## src/hdl/tfr_pkg.sv

```systemverilog
// shared types, constants and font table for the text frame buffer renderer
package tfr_pkg;

    localparam int SCREEN_WIDTH  = 128;
    localparam int SCREEN_HEIGHT = 64;
    localparam int PAGE_COUNT    = SCREEN_HEIGHT / 8;
    localparam int STORE_SIZE    = SCREEN_WIDTH * PAGE_COUNT;
    localparam int ADDR_W        = $clog2(STORE_SIZE);
    localparam int CHAR_ADVANCE  = 6;
    localparam int GLYPH_COLS    = 5;
    localparam int GLYPH_COUNT   = 40;

    // glyph table slots
    localparam logic [5:0] GLYPH_DIGIT0 = 6'd0;
    localparam logic [5:0] GLYPH_ALPHA0 = 6'd10;
    localparam logic [5:0] GLYPH_COLON  = 6'd36;
    localparam logic [5:0] GLYPH_DOT    = 6'd37;
    localparam logic [5:0] GLYPH_DASH   = 6'd38;
    localparam logic [5:0] GLYPH_BLANK  = 6'd39;

    // rows touched by one merge
    localparam logic [6:0] PIXEL_ROW_MASK = 7'h01;
    localparam logic [6:0] GLYPH_ROW_MASK = 7'h7F;

    typedef enum logic [2:0] {
        OP_PIXEL  = 3'd0,
        OP_CURSOR = 3'd1,
        OP_CHAR   = 3'd2,
        OP_CLEAR  = 3'd3,
        OP_READ   = 3'd4
    } op_t;

    typedef struct packed {
        logic [2:0] op;
        logic [7:0] x_pos;
        logic [7:0] y_pos;
        logic       pixel_on;
        logic [7:0] char_code;
        logic [6:0] read_column;
        logic [2:0] read_page;
    } tfr_in_t;

    typedef struct packed {
        logic [7:0] read_data;
        logic       char_dropped;
    } tfr_out_t;

    // one read-modify-write request to the merge unit
    typedef struct packed {
        logic [6:0] line;
        logic [6:0] row_mask;
        logic [2:0] row_offset;
        logic       lower_page;
        logic [7:0] old_byte;
    } merge_req_t;

    // columns 0..4 from left, bit r is glyph row r
    localparam logic [39:0] FONT_ROM [GLYPH_COUNT] = '{
        40'h3E_51_49_45_3E, 40'h00_42_7F_40_00, 40'h42_61_51_49_46,
        40'h21_41_45_4B_31, 40'h18_14_12_7F_10, 40'h27_45_45_45_39,
        40'h3C_4A_49_49_30, 40'h01_71_09_05_03, 40'h36_49_49_49_36,
        40'h06_49_49_29_1E,
        40'h7E_11_11_11_7E, 40'h7F_49_49_49_36, 40'h3E_41_41_41_22,
        40'h7F_41_41_22_1C, 40'h7F_49_49_49_41, 40'h7F_09_09_09_01,
        40'h3E_41_49_49_7A, 40'h7F_08_08_08_7F, 40'h00_41_7F_41_00,
        40'h20_40_41_3F_01, 40'h7F_08_14_22_41, 40'h7F_40_40_40_40,
        40'h7F_02_0C_02_7F, 40'h7F_04_08_10_7F, 40'h3E_41_41_41_3E,
        40'h7F_09_09_09_06, 40'h3E_41_51_21_5E, 40'h7F_09_19_29_46,
        40'h46_49_49_49_31, 40'h01_01_7F_01_01, 40'h3F_40_40_40_3F,
        40'h1F_20_40_20_1F, 40'h3F_40_38_40_3F, 40'h63_14_08_14_63,
        40'h07_08_70_08_07, 40'h61_51_49_45_43,
        40'h00_36_36_00_00, 40'h00_40_60_00_00, 40'h08_08_08_08_08,
        40'h00_00_00_00_00
    };

    // character code to glyph slot, lowercase folds to uppercase
    function automatic logic [5:0] glyph_index(input logic [7:0] code);
        logic [7:0] c;
        logic [5:0] idx;
        begin
            c = code;
            if (c >= 8'h61 && c <= 8'h7A)
                c = c - 8'h20;
            if (c >= 8'h30 && c <= 8'h39)
                idx = GLYPH_DIGIT0 + 6'(c - 8'h30);
            else if (c >= 8'h41 && c <= 8'h5A)
                idx = GLYPH_ALPHA0 + 6'(c - 8'h41);
            else if (c == 8'h3A)
                idx = GLYPH_COLON;
            else if (c == 8'h2E)
                idx = GLYPH_DOT;
            else if (c == 8'h2D)
                idx = GLYPH_DASH;
            else
                idx = GLYPH_BLANK;
            return idx;
        end
    endfunction

    // one glyph column, spacer column and beyond are blank
    function automatic logic [6:0] glyph_column(input logic [5:0] idx,
                                                input logic [2:0] col);
        logic [39:0] g;
        logic [6:0]  line;
        begin
            g = FONT_ROM[idx];
            unique case (col)
                3'd0:    line = g[38:32];
                3'd1:    line = g[30:24];
                3'd2:    line = g[22:16];
                3'd3:    line = g[14:8];
                3'd4:    line = g[6:0];
                default: line = 7'h00;
            endcase
            return line;
        end
    endfunction

endpackage

```

## src/hdl/tfr_merge_unit.sv

```systemverilog
// shared shift and merge unit: places glyph or pixel rows into a page byte
module tfr_merge_unit (
    input  tfr_pkg::merge_req_t req,
    output logic [7:0]          new_byte
);

    logic [6:0]  line_rev;
    logic [6:0]  mask_rev;
    logic [15:0] pat_win;
    logic [15:0] mask_win;
    logic [7:0]  pat_sel;
    logic [7:0]  mask_sel;

    // row r goes to window position offset+r, counted from the msb
    always_comb
    begin
        for (int i = 0; i < 7; i++)
        begin
            line_rev[i] = req.line[6 - i];
            mask_rev[i] = req.row_mask[6 - i];
        end
    end

    assign pat_win  = {line_rev, 9'b0} >> req.row_offset;
    assign mask_win = {mask_rev, 9'b0} >> req.row_offset;
    assign pat_sel  = req.lower_page ? pat_win[7:0]  : pat_win[15:8];
    assign mask_sel = req.lower_page ? mask_win[7:0] : mask_win[15:8];
    assign new_byte = (req.old_byte & ~mask_sel) | (pat_sel & mask_sel);

endmodule

```

## config.mk

```make
export PLATFORM = sky130hd
export DESIGN_NAME = tfr_merge_unit
export DESIGN_NICKNAME = d
export VERILOG_FILES = /design/src/hdl/tfr_pkg.sv /design/src/hdl/tfr_merge_unit.sv
export SDC_FILE = /design/constraint.sdc
export NUM_CORES = 1
export LEC_CHECK = 0
export BUFFER_PORTS_ARGS = -buffer_cell sky130_fd_sc_hd__clkbuf_2
export CAP_MARGIN = 20
export CORE_UTILIZATION = 30
export DETAILED_ROUTE_END_ITERATION = 10
export PLACE_DENSITY = 0.6
export SLEW_MARGIN = 20
export SYNTH_ARGS = -nofsm -noshare
export SYNTH_HDL_FRONTEND = slang
export SYNTH_SLANG_ARGS = --single-unit
```

## constraint.sdc

```tcl
create_clock -name vclk -period 1.8
set_input_delay 0.09 -clock vclk [all_inputs]
set_output_delay 0.09 -clock vclk [all_outputs]
set_load 0.05 [all_outputs]
```

==> results.tsv <==
metric	value	unit
slew_headroom	70.67	%
hold_violations	0	
dp_hpwl	1935	um
drive_above_1_share	51.52	%
seq_area	0	um2
drc_errors	0	
die_area	0.002867	mm2
drt_pass1_iterations	4	
synthCells	94	
syn_nets	120	
yosysWarnings	0	
start_kind	primary input	
ir_drop	0.2205	mV
fmax	578.0	MHz
place_congestion	0.8561	
num_vias	899	
ys_seq_area_share	0	%
stdcell_area	0.001159	mm2
arrival	1.64	ns
tightest_slew	0.4388	ns
rows	18	
fin_ws	0.06988	ns
min_period	1.730	ns
nFillCells	254	
area_growth	45.37	%
fin_util	46.35	%
grt_max_degree	13	
synth_cell_types	34	
setup_tns	0	ns
powerDensity	352.1	mW/mm2
avgViaCountPerCell	5.549	
final-max-slew-violation-count	0	
cts_hold_buf	0	
worstPathMaxFanout	7	
p_leak	0.5227	nW
cp-end-kind	primary output	
final_antenna_net_count	0	
crit_type	in2out	
rsz0062_at_grt	no	
gr-total-overflow	0	
dieWidth	53.55	um
post-route-period-util	96.12	%
antenna_found_initial	0	
clock_buffer_count	0	
grt_pass1_vias	845	
antennaDiodeCount	0	
synth.cell_area	797.0	um2
setup-violations-final	0	
place_worst_setup_slack	-0.04884	ns
placed_area	0.001119	mm2
grt_pass1_wl	3781	um
hp-class	in2out	
seq_cells	0	
port_buffers	34	
avgSynthCellArea	8.479	um2
maxCapViolCount	0	
ios	34	
whs	0.5536	ns
die_h	53.55	um
drt_iter0_drc	16	
routedWlPerCell	14.34	um
status	complete, no violations	
cp.required	1.71	ns
nNetsFinal	160	
wirelength	2323	um
initial_core_util	31.88	%
grt.total_usage	17.46	%
coreArea	0.002500	mm2
## metrics by stage
stage	power (mW)	std cells
global route	0.4353	162
detailed placement	0.3870	162
floorplan	0.2541	94
CTS	0.4002	162
global placement	0.3831	162
finish	0.4079	162
## what timing repair did
action	CTS	global route
pin swaps	1	1
resized for setup	7	9
setup buffers	0	0
endpoints found under the setup margin	3	5
## worst paths after layout
check,start,end,cells after the start
setup / recovery,req[9],new_byte[1],7
hold / removal,req[1],new_byte[1],3
## report_power, final
| part | switching, mW | leakage (nW) | total, mW | internal (mW) |
|---|---|---|---|---|
| Clock | 0 | 0 | 0 | 0 |
| Combinational | 0.215 | 0.523 | 0.408 | 0.193 |
| Sequential | 0 | 0 | 0 | 0 |
| Total | 0.215 | 0.523 | 0.408 | 0.193 |
## per-layer routing
metal,global-route usage (%),share of wire (%),up-vias
met5,0,0,-
met1,23.35,45,406
met3,0.5650,6.3,2
met2,31.67,48,35
li1,-,-,456
met4,2.193,0.60,0
## critical path, cell delays in order
cell and delay (ns):
buf_4 0.11, buf_6 0.13, mux2_2 0.34, mux2_2 0.27, mux2_2 0.26, mux2_2 0.28, buf_8 0.15
## kinds of logic (layout without fill, tap and decap cells)
| group | count (synthesis) | count (layout) | share of synthesized area, % |
|---|---|---|---|
| buf+inv | 12 | 50 | 9.261 |
| mux | 31 | 31 | 50.08 |
| compound gates | 30 | 30 | 27.16 |
| simple gates | 21 | 21 | 13.50 |
## layout make-up
type                       count  area, um2  area share (%)
multi-input combinational     82      758.2           65.44
inverter                       4      15.01           1.296
tap                           30      37.54           3.240
timing repair buffer          46      347.8           30.02
## cells in the mapped netlist (2+ instances only)
library cell | n | share of area, %
clkbuf_1 | 4 | 1.9
mux4_1 | 4 | 13
o21ai_0 | 2 | 1.3
mux2_2 | 11 | 16
a21oi_1 | 5 | 3.1
mux2i_1 | 14 | 18
inv_1 | 4 | 1.9
nand2_1 | 5 | 2.4
a221oi_1 | 2 | 2.2
a211oi_1 | 5 | 4.7
nor2_1 | 3 | 1.4
a22o_1 | 2 | 2.2
mux2_4 | 2 | 3.8
o2bb2ai_1 | 2 | 2.2
nor3_1 | 5 | 3.1
a31oi_1 | 2 | 1.6
nor2b_1 | 2 | 1.6
nand2b_1 | 2 | 1.6
o22ai_1 | 3 | 2.4
## placed cells by master, fill, tap and decap left out, drive strengths merged, types with 2 or more instances in the layout
cell type and count:
o22ai 3, a31oi 2, a22o 2, buf 19, nand2b 2, a211oi 5, clkbuf 27, a221oi 2
nand2 5, nor2b 2, nor3 5, nor2 3, inv 4, mux4 4, a21oi 5, o21ai 2
mux2 13, mux2i 14, o2bb2ai 2
No activity file was read; power rests on OpenSTA's default activity.
